## src/rtl/weo_pkg.sv

```systemverilog
package weo_pkg;

   localparam int SampleBitsDefault = 16;
   localparam int TrigIterDefault   = 16;

   localparam logic signed [31:0] CordicStart = 32'sd652032874;

   typedef enum logic [2:0] {
      CSR_WRAP_LOW  = 3'd0,
      CSR_WRAP_HIGH = 3'd1,
      CSR_SPAN      = 3'd2,
      CSR_DIST      = 3'd3,
      CSR_TURN      = 3'd4
   } csr_index_type;

   typedef enum logic [1:0] {
      OP_LEFT   = 2'd0,
      OP_RIGHT  = 2'd1,
      OP_UPDATE = 2'd2,
      OP_NONE   = 2'd3
   } op_type;

   // controller to datapath
   typedef struct packed {
      logic sample_left;
      logic sample_right;
      logic update_start;
      logic cordic_step;
      logic mul_a;
      logic mul_b;
      logic mul_c;
      logic mul_d;
      logic mul_e;
      logic apply;
   } cmd_type;

   // datapath to controller
   typedef struct packed {
      logic cordic_done;
   } status_type;

   function automatic logic [31:0] atan_turn(input logic [4:0] k);
      logic [31:0] r;
      begin
         case (k)
            5'd0:  r = 32'd536870912;
            5'd1:  r = 32'd316933406;
            5'd2:  r = 32'd167458907;
            5'd3:  r = 32'd85004756;
            5'd4:  r = 32'd42667331;
            5'd5:  r = 32'd21354465;
            5'd6:  r = 32'd10679838;
            5'd7:  r = 32'd5340245;
            5'd8:  r = 32'd2670163;
            5'd9:  r = 32'd1335087;
            5'd10: r = 32'd667544;
            5'd11: r = 32'd333772;
            5'd12: r = 32'd166886;
            5'd13: r = 32'd83443;
            5'd14: r = 32'd41722;
            5'd15: r = 32'd20861;
            5'd16: r = 32'd10430;
            5'd17: r = 32'd5215;
            5'd18: r = 32'd2608;
            5'd19: r = 32'd1304;
            5'd20: r = 32'd652;
            5'd21: r = 32'd326;
            5'd22: r = 32'd163;
            5'd23: r = 32'd81;
            5'd24: r = 32'd41;
            5'd25: r = 32'd20;
            5'd26: r = 32'd10;
            5'd27: r = 32'd5;
            5'd28: r = 32'd3;
            5'd29: r = 32'd1;
            5'd30: r = 32'd1;
            default: r = 32'd0;
         endcase
         return r;
      end
   endfunction

endpackage

```

## src/rtl/weo_ctrl.sv

```systemverilog
module weo_ctrl
   import weo_pkg::*;
(
   input  logic       clock,
   input  logic       reset,
   input  logic       req_tvalid,
   output logic       req_tready,
   input  logic [1:0] req_op,
   output logic       rsp_tvalid,
   input  logic       rsp_tready,
   output cmd_type    cmd,
   input  status_type status
);

   typedef enum logic [8:0] {
      ST_IDLE  = 9'b0_0000_0001,
      ST_TRIG  = 9'b0_0000_0010,
      ST_MULA  = 9'b0_0000_0100,
      ST_MULB  = 9'b0_0000_1000,
      ST_MULC  = 9'b0_0001_0000,
      ST_MULD  = 9'b0_0010_0000,
      ST_MULE  = 9'b0_0100_0000,
      ST_APPLY = 9'b0_1000_0000,
      ST_OUT   = 9'b1_0000_0000
   } state_type;

   state_type state_ff, state_in;
   logic      accept;

   assign req_tready = (state_ff == ST_IDLE);
   assign rsp_tvalid = (state_ff == ST_OUT);
   assign accept     = req_tvalid && req_tready;

   // decode commands
   always_comb begin
      cmd              = '0;
      cmd.sample_left  = accept && (req_op == OP_LEFT);
      cmd.sample_right = accept && (req_op == OP_RIGHT);
      cmd.update_start = accept && (req_op == OP_UPDATE);
      cmd.cordic_step  = (state_ff == ST_TRIG);
      cmd.mul_a        = (state_ff == ST_MULA);
      cmd.mul_b        = (state_ff == ST_MULB);
      cmd.mul_c        = (state_ff == ST_MULC);
      cmd.mul_d        = (state_ff == ST_MULD);
      cmd.mul_e        = (state_ff == ST_MULE);
      cmd.apply        = (state_ff == ST_APPLY);
   end

   // advance the sequence
   always_comb begin
      state_in = state_ff;
      case (state_ff)
         ST_IDLE:  if (cmd.update_start) state_in = ST_TRIG;
         ST_TRIG:  if (status.cordic_done) state_in = ST_MULA;
         ST_MULA:  state_in = ST_MULB;
         ST_MULB:  state_in = ST_MULC;
         ST_MULC:  state_in = ST_MULD;
         ST_MULD:  state_in = ST_MULE;
         ST_MULE:  state_in = ST_APPLY;
         ST_APPLY: state_in = ST_OUT;
         ST_OUT:   if (rsp_tready) state_in = ST_IDLE;
         default:  state_in = ST_IDLE;
      endcase
   end

   always_ff @(posedge clock) begin
      if (reset) begin
         state_ff <= ST_IDLE;
      end else begin
         state_ff <= state_in;
      end
   end

endmodule

```

## config.mk

```make
export PLATFORM = sky130hd
export DESIGN_NAME = weo_ctrl
export DESIGN_NICKNAME = d
export VERILOG_FILES = /design/src/rtl/weo_pkg.sv /design/src/rtl/weo_ctrl.sv
export SDC_FILE = /design/constraint.sdc
export NUM_CORES = 1
export LEC_CHECK = 0
export BUFFER_PORTS_ARGS = -buffer_cell sky130_fd_sc_hd__buf_4
export CAP_MARGIN = 25
export CORE_MARGIN = 8
export CORE_UTILIZATION = 40
export CTS_CLUSTER_DIAMETER = 100
export DETAILED_ROUTE_END_ITERATION = 10
export GPL_TIMING_DRIVEN = 0
export PLACE_DENSITY = 0.65
export REMOVE_ABC_BUFFERS = 1
export SYNTH_ARGS = -nofsm -noshare
export SYNTH_HDL_FRONTEND = slang
export SYNTH_SLANG_ARGS = --single-unit
```

## constraint.sdc

```tcl
create_clock -name clock -period 2 [get_ports clock]
set_input_delay 0.1 -clock clock [delete_from_list [all_inputs] [get_ports clock]]
set_output_delay 0.1 -clock clock [all_outputs]
set_load 0.01 [all_outputs]
```

==> impl_metrics.toml, run 1 <==
[run_status]
status = "finished clean"

[min_path]
hold_end = "state_ff[8]$_SDFFE_PP0P_"
hold_start = "reset"
holdPathStages = 2
hold_path.class = "input pin to register"

[pwr]
combPwrFrac_pct = 26.8
peakVddDrop_mv = 0.351
powerDensity_nw_per_um2 = 604
p_int_uw = 321
switching_power_uw = 149
clkPwrFrac_pct = 31.2
netSwitchingFraction_pct = 31.7
p_seq_share_pct = 42.0
p_leak_nw = 0.342

[global_route]
grt_max_degree = 11
grt_overflow = 0
grt_pass1_wl_mm = 2.80
grt_antenna_before_repair = 0
grt_usage_pct = 11.0
first_global_vias = 610

[sta]
fmax_ghz = 0.522
slew_headroom_pct = 72.2
setup_viol_count_final = 0
hold_violations = 0
slew_violations = 0
max_slew.worst_pin.slew_ps = 416
period_share_pct = 95.7
setup_slack_ps = 86.0
rsz0062_at_grt = "true"
fin_worst_skew_ps = 5.68
final.min_clock_period_ps = 1910

[synthesis]
synth_edf_count = 0
synth_area_leaders = "dfxtp_1, nor4b_1, nor3b_1, and2_1, a211oi_1"
netlist.top_cell.by_area = "dfxtp_1"
syn_area_um2 = 621
yosysSeqAreaShare_pct = 29.0
syn_area_per_cell_um2 = 8.50
ys.flop_type = "dfxtp_1"
syn_inst = 73
ys_types = 34
synthArstFlopShare_pct = 0
synth_top_area_share_pct = 29.0
yosys_warnings = 0
ys_ff_latch = 9

[final_layout]
synthToLayoutAreaGrowth_pct = 25.6
fin_nets = 97
largest_reg_flops = 9
fillers = 134
final_area_um2 = 779
top_regs = "state_ff (9)"
antenna_cells = 0
final_layout_size_suffix_gt1_share_pct = 36.0
largest-register = "state_ff"
final_common_cell = "buf_4"
final_cell_mix = "buf_4, dfxtp_1, nor2_1, nor4b_1, and2_1"

[critical_path]
slowest_delay_ps = 600
worst-path-stages = 5
worst-r2r-setup-slack_ps = 370
worstPathRequired_ps = 1900
end_kind = "primary output"
crit_slowest_cell = "or4_4"
arrival_ps = 1810
regToRegEndpoint = "state_ff[4]$_SDFFE_PP0P_"
crit_buf_inv = 1
r2r-start = "state_ff[5]$_SDFFE_PP0P_"
critPathKind = "register to primary output"
crit_path_cell_trace = "or4_4 > nor2_2 > nand2_2 > nor3b_2 > buf_4"
path_max_fanout = 6
cp_top_family = "simple AND/OR/NAND/NOR gates"
r2r_cells = 4
critPathLaunchType = "register"

[placed_design]
place_ws_ps = 354
port_buffers = 18
dpl_cell_area_um2 = 734
gp_congestion = 0.839
dp_hpwl_mm = 1.16

[die]
die_x_um = 55.4
coreArea_um2 = 1490
fp.dieArea_um2 = 3070
start_util_pct = 41.7
io_pins = 19
fp-row-count = 14
dieHeight_um = 55.4

[cts]
post-cts-setup-buffers = 0
path_clk_slew_ps = 70
cts_hold_buf = 0
cts-resized-gates = 0
cts_inserted_buffers = 3
cts_sinks = 9
cts_root_buf = "clkbuf_4"
cts_htree_levels = 1
clk_latency_ps = 270
cts_tree = "done"
clk_path_buf_depth = 2

[drt]
drt_wl_total_mm = 1.59
drc = 0
detail_route.wl_per_cell_um = 15.1
drt_iter0_markers = 9
vias = 610
viasPerCell = 5.81
dr.pass1.iters = 5
postRouteAntennaNets = 0

[job]
max_cap_violations = 0
[cells in the mapped netlist (all sizes together), types with 3 or more instances]
library cell / number
a211oi: 3
nor2: 7
nor3b: 4
inv: 3
dfxtp: 9
clkbuf: 3
and2: 4
nor3: 3
and4b: 3
nor4b: 6
buf: 3
[logic make-up after synthesis]
logic type                after synthesis  synth area share, %
and+or+nand+nor                        42                 47.6
AOI/OAI and AO/OA                      11                 12.1
DFF                                     9                 29.0
buffers and inverters                   9                 8.47
xor gates and xnor gates                2                 2.82
[routing by layer]
layer / share of wire (%) / track usage (%)
met4: 1.6 / 5.28
met5: 0 / 0
met1: 43 / 11.4
met3: 4.0 / 3.88
met2: 51 / 18.9
[worst reg2reg max path: cells and delay by family (launching register included)]
family / cells / cell delay [ps]
DFF: 1 / 350
and+or+nand+nor: 4 / 1170
[through the flow]
step                      TNS (ps)  std cells  hold WS [ps]  power [mW]  utilization, %
after detailed placement         0        101           341       0.325            49.3
after global routing         -10.7        105          59.8       0.503            52.4
after CTS                        0        105          52.4       0.469            51.2
final                            0        105          56.3       0.471            52.4
after global placement           0        101           333       0.324            49.3
after floorplan                  0         67           169       0.281               -
[power groups by stage]
stage	sequential (mW)	combinational (mW)	clock, mW
after floorplan	0.198	0.0824	0
after global placement	0.201	0.123	0
after detailed placement	0.201	0.124	0
after CTS	0.197	0.124	0.147
after global routing	0.201	0.139	0.163
final	0.198	0.126	0.147
[worst max-delay path by stage]
stage          slack, ps                startpoint      to
2_1_floorplan        470  state_ff[5]$_SDFFE_PP0P_  cmd[4]
5_1_grt              -10  state_ff[5]$_SDFFE_PP0P_  cmd[4]
3_3_place_gp         390  state_ff[5]$_SDFFE_PP0P_  cmd[4]
6_report              90  state_ff[5]$_SDFFE_PP0P_  cmd[4]
3_5_place_dp         350  state_ff[5]$_SDFFE_PP0P_  cmd[4]
4_1_cts               40  state_ff[5]$_SDFFE_PP0P_  cmd[4]
[layout make-up]
type / instances / area [um^2] / area share (%)
Sequential cell: 9 / 181 / 23.3
Clock inverter: 1 / 5.00 / 0.642
Tap cell: 16 / 20.0 / 2.57
Inverter: 3 / 11.3 / 1.44
Multi-Input combinational cell: 55 / 404 / 51.8
Clock buffer: 3 / 22.5 / 2.89
Timing Repair Buffer: 18 / 135 / 17.3
(Power assumes the default switching activity.)
==> run 2: changes to the inputs <==
Settings changed: CORE_AREA from default to 8 8 45 47, CORE_MARGIN 8 to default, CORE_UTILIZATION 40 to default, DIE_AREA from default to 0 0 53 55, MAX_ROUTING_LAYER from default to met4, PLACE_DENSITY 0.65 to 0.76.
==> impl_metrics.toml, run 2 (synthesis results as in run 1) <==
[final_layout]
fin_nets = 97
synthToLayoutAreaGrowth_pct = 24.4
antenna_cells = 0
fin_cells = 105
final_area_um2 = 772
fillers = 139
largest_reg_flops = 9
final_common_cell = "buf_4"
top_regs = "state_ff (9)"
largest-register = "state_ff"
final_layout_size_suffix_gt1_share_pct = 32.6
final_cell_mix = "buf_4, dfxtp_1, nor2_1, nor4b_1, and2_1"

[critical_path]
crit_slowest_cell = "or4_4"
critPathKind = "register to primary output"
cp_top_family = "simple AND/OR/NAND/NOR gates"
worstPathRequired_ps = 1900
path_max_fanout = 6
crit_path_cell_trace = "or4_4 > nor2_2 > nand2_2 > nor3b_1 > buf_4"
critPathLaunchType = "register"
end_kind = "primary output"
arrival_ps = 1800
slowest_delay_ps = 600
crit_buf_inv = 1

[cts]
cts_tree = "done"
clk_path_buf_depth = 2
cts_root_buf = "clkbuf_4"
cts_hold_buf = 0
clk_latency_ps = 260
post-cts-setup-buffers = 0
cts_inserted_buffers = 3
cts-resized-gates = 0
cts_sinks = 9
path_clk_slew_ps = 60
cts_htree_levels = 1

[drt]
drc = 0
detail_route.wl_per_cell_um = 13.6
viasPerCell = 5.80
vias = 609
drt_wl_total_mm = 1.43
postRouteAntennaNets = 0
dr.pass1.iters = 4
drt_iter0_markers = 9

[sta]
period_share_pct = 95.2
final.min_clock_period_ps = 1900
fmax_ghz = 0.525
tns_ps = 0
setup_viol_count_final = 0
slew_headroom_pct = 70.7
rsz0062_at_grt = "false"
fin_worst_skew_ps = 3.01
max_slew.worst_pin.slew_ps = 436
hold_violations = 0
slew_violations = 0

[die]
coreArea_um2 = 1380
fp-row-count = 14
dieHeight_um = 55
die_x_um = 53
start_util_pct = 44.8
io_pins = 19
fp.dieArea_um2 = 2920

[global_route]
first_global_vias = 505
grt_pass1_wl_mm = 2.16
grt_usage_pct = 10.5
grt_max_degree = 11
grt_overflow = 0
grt_antenna_before_repair = 0

[pwr]
p_int_uw = 324
switching_power_uw = 142
clkPwrFrac_pct = 31.1
p_seq_share_pct = 42.4
netSwitchingFraction_pct = 30.5
peakVddDrop_mv = 0.308
p_leak_nw = 0.338
combPwrFrac_pct = 26.5
powerDensity_nw_per_um2 = 605

[min_path]
hold_path.class = "input pin to register"

[placed_design]
gp_congestion = 0.844
port_buffers = 18
dp_hpwl_mm = 1.09
dpl_cell_area_um2 = 734
placed_cells = 101

[job]
max_cap_violations = 0

[run_status]
status = "finished clean"
## run 2: changes by cell type in the layout (fill, tap and decap cells not counted), sizes merged
cell and delta:
clkbuf +1, clkinv -1
## run 2: final timing paths
kind | cells past startpoint | end | start | slack [ps]
worst max-delay path | 5 | cmd[5] | state_ff[5]$_SDFFE_PP0P_ | 100
worst min-delay path | 2 | state_ff[8]$_SDFFE_PP0P_ | reset | 60
worst max register to register | 4 | state_ff[4]$_SDFFE_PP0P_ | state_ff[5]$_SDFFE_PP0P_ | 480
worst min register to register | 2 | state_ff[1]$_SDFFE_PP0P_ | state_ff[1]$_SDFFE_PP0P_ | 590
## run 2: cell type report
type / count / area [um^2] / area share [%]
multi-input combinational: 55 / 399 / 51.7
inverter: 3 / 11.3 / 1.46
timing repair buffer: 18 / 135 / 17.5
tap: 16 / 20.0 / 2.59
sequential: 9 / 180 / 23.3
clock buffer: 4 / 26.3 / 3.40
## run 2: power by group through the flow
stage	Sequential [mW]	Combinational [mW]	Clock, mW
2_1_floorplan	0.198	0.0824	0
4_1_cts	0.198	0.123	0.147
5_1_grt	0.201	0.138	0.156
6_report	0.198	0.124	0.145
3_3_place_gp	0.201	0.121	0
3_5_place_dp	0.202	0.123	0
## run 2: stage by stage
| step | utilization, % | power, mW | hold slack (ps) | setup WS, ps |
|---|---|---|---|---|
| detailed placement | 53.1 | 0.325 | 335 | 373 |
| global placement | 53.1 | 0.322 | 338 | 407 |
| global route | 55.8 | 0.494 | 74.2 | 4.64 |
| CTS | 55.0 | 0.468 | 56.0 | 76.4 |
| finish | 55.8 | 0.467 | 57.9 | 96.7 |
| floorplan | - | 0.281 | 169 | 470 |
## run 2: metal layers
metal	GRT usage, %	up-vias	wire, um	part of all wire [%]
li1	-	307	-	-
met1	11.9	279	635	44
met2	15.6	19	690	48
met3	1.34	4	64	4.5
met4	10.3	0	41	2.9
met5	-	-	0	0
==> run 3: changes to the inputs <==
Settings changed: GPL_TIMING_DRIVEN 0 to default.
==> impl_metrics.toml, run 3 (synthesis results as in run 1) <==
[die]
fp-row-count = 14
die_x_um = 53
dieHeight_um = 55
start_util_pct = 44.8
fp.dieArea_um2 = 2920
io_pins = 19
coreArea_um2 = 1380

[final_layout]
antenna_cells = 0
fin_nets = 98
largest_reg_flops = 9
fin_cells = 106
final_common_cell = "buf_4"
fillers = 134
synthToLayoutAreaGrowth_pct = 23.8
top_regs = "state_ff (9)"
largest-register = "state_ff"
final_area_um2 = 768
final_layout_size_suffix_gt1_share_pct = 31.1
final_cell_mix = "buf_4, dfxtp_1, nor2_1, nor4b_1"

[global_route]
grt_pass1_wl_mm = 2.20
grt_antenna_before_repair = 0
grt_usage_pct = 10.7
grt_overflow = 0
first_global_vias = 510
grt_max_degree = 11

[placed_design]
gp_congestion = 0.854
place_ws_ps = 402
port_buffers = 18
dpl_cell_area_um2 = 742
dp_hpwl_mm = 1.09
placed_cells = 102

[sta]
period_share_pct = 95.1
fin_worst_skew_ps = 6.09
slew_violations = 0
fmax_ghz = 0.526
tns_ps = 0
final.min_clock_period_ps = 1900
hold_violations = 0
slew_headroom_pct = 72.8
max_slew.worst_pin.slew_ps = 405
setup_slack_ps = 97.1
rsz0062_at_grt = "false"
setup_viol_count_final = 0

[drt]
drc = 0
postRouteAntennaNets = 0
drt_iter0_markers = 11
vias = 617
met3_length_um = 64
detail_route.wl_per_cell_um = 13.4
wl_met1_um = 621
dr.pass1.iters = 4
dr.max_layer_used = "met4"
viasPerCell = 5.82
drt_wl_total_mm = 1.42
met2_length_um = 703

[cts]
cts_inserted_buffers = 3
cts_hold_buf = 0
post-cts-setup-buffers = 0
cts_root_buf = "clkbuf_4"
cts_tree = "done"
clk_latency_ps = 260
clk_path_buf_depth = 2
cts_sinks = 9
path_clk_slew_ps = 60
cts_htree_levels = 1
cts-resized-gates = 0

[min_path]
hold_path.class = "input pin to register"

[critical_path]
path_max_fanout = 8
worstPathRequired_ps = 1900
end_kind = "primary output"
critPathLaunchType = "register"
arrival_ps = 1800
critPathKind = "register to primary output"

[job]
max_cap_violations = 0

[pwr]
p_leak_nw = 0.339
powerDensity_nw_per_um2 = 604
peakVddDrop_mv = 0.453

[run_status]
status = "finished clean"
==> run 3: cell count changes in the layout (fill, tap and decap cells not counted), sizes merged <==
cell  change
buf       +1
==> run 3: per-layer routing <==
layer	vias to the layer above	GRT usage, %
li1	308	-
met1	284	11.3
met2	21	16.6
met3	4	3.48
met4	0	7.76
met5	-	-
==> run 3: worst paths after layout <==
check	startpoint	to	slack, ps	cells past startpoint
setup / recovery	state_ff[7]$_SDFFE_PP0P_	cmd[4]	100	5
hold reg to reg	state_ff[1]$_SDFFE_PP0P_	state_ff[1]$_SDFFE_PP0P_	570	2
setup reg to reg	state_ff[7]$_SDFFE_PP0P_	state_ff[4]$_SDFFE_PP0P_	470	4
hold / removal	reset	state_ff[6]$_SDFFE_PP0P_	60	2
==> run 3: power by group <==
group          total, mW  switching (mW)  internal (mW)
registers          0.197          0.0117          0.186
clock network      0.143          0.0662         0.0770
logic              0.123          0.0606         0.0627
==> run 3: area by class of cell <==
cell class,count,area (um^2),area share [%]
multi-input cells,55,388,50.5
flip-flops and latches,9,180,23.5
repair buffers,19,143,18.6
clock buffers,4,26.3,3.42
well taps,16,20.0,2.61
inverters,3,11.3,1.47
==> run 3: metrics by stage <==
stage               total power [mW]  hold slack (ps)  util, %
finish                         0.464             63.2     55.5
global placement               0.324              342     53.6
global route                   0.492             63.7     55.5
detailed placement             0.326              342     53.6
floorplan                      0.281              169        -
CTS                            0.469             63.2     55.5
==> run 3: worst max-delay path, cell delays in order (launching register included) <==
cell     delay (ps)
dfxtp_1         390
or4_4           560
nor2_2          130
nand2_2          90
nor3b_1         220
buf_4           150
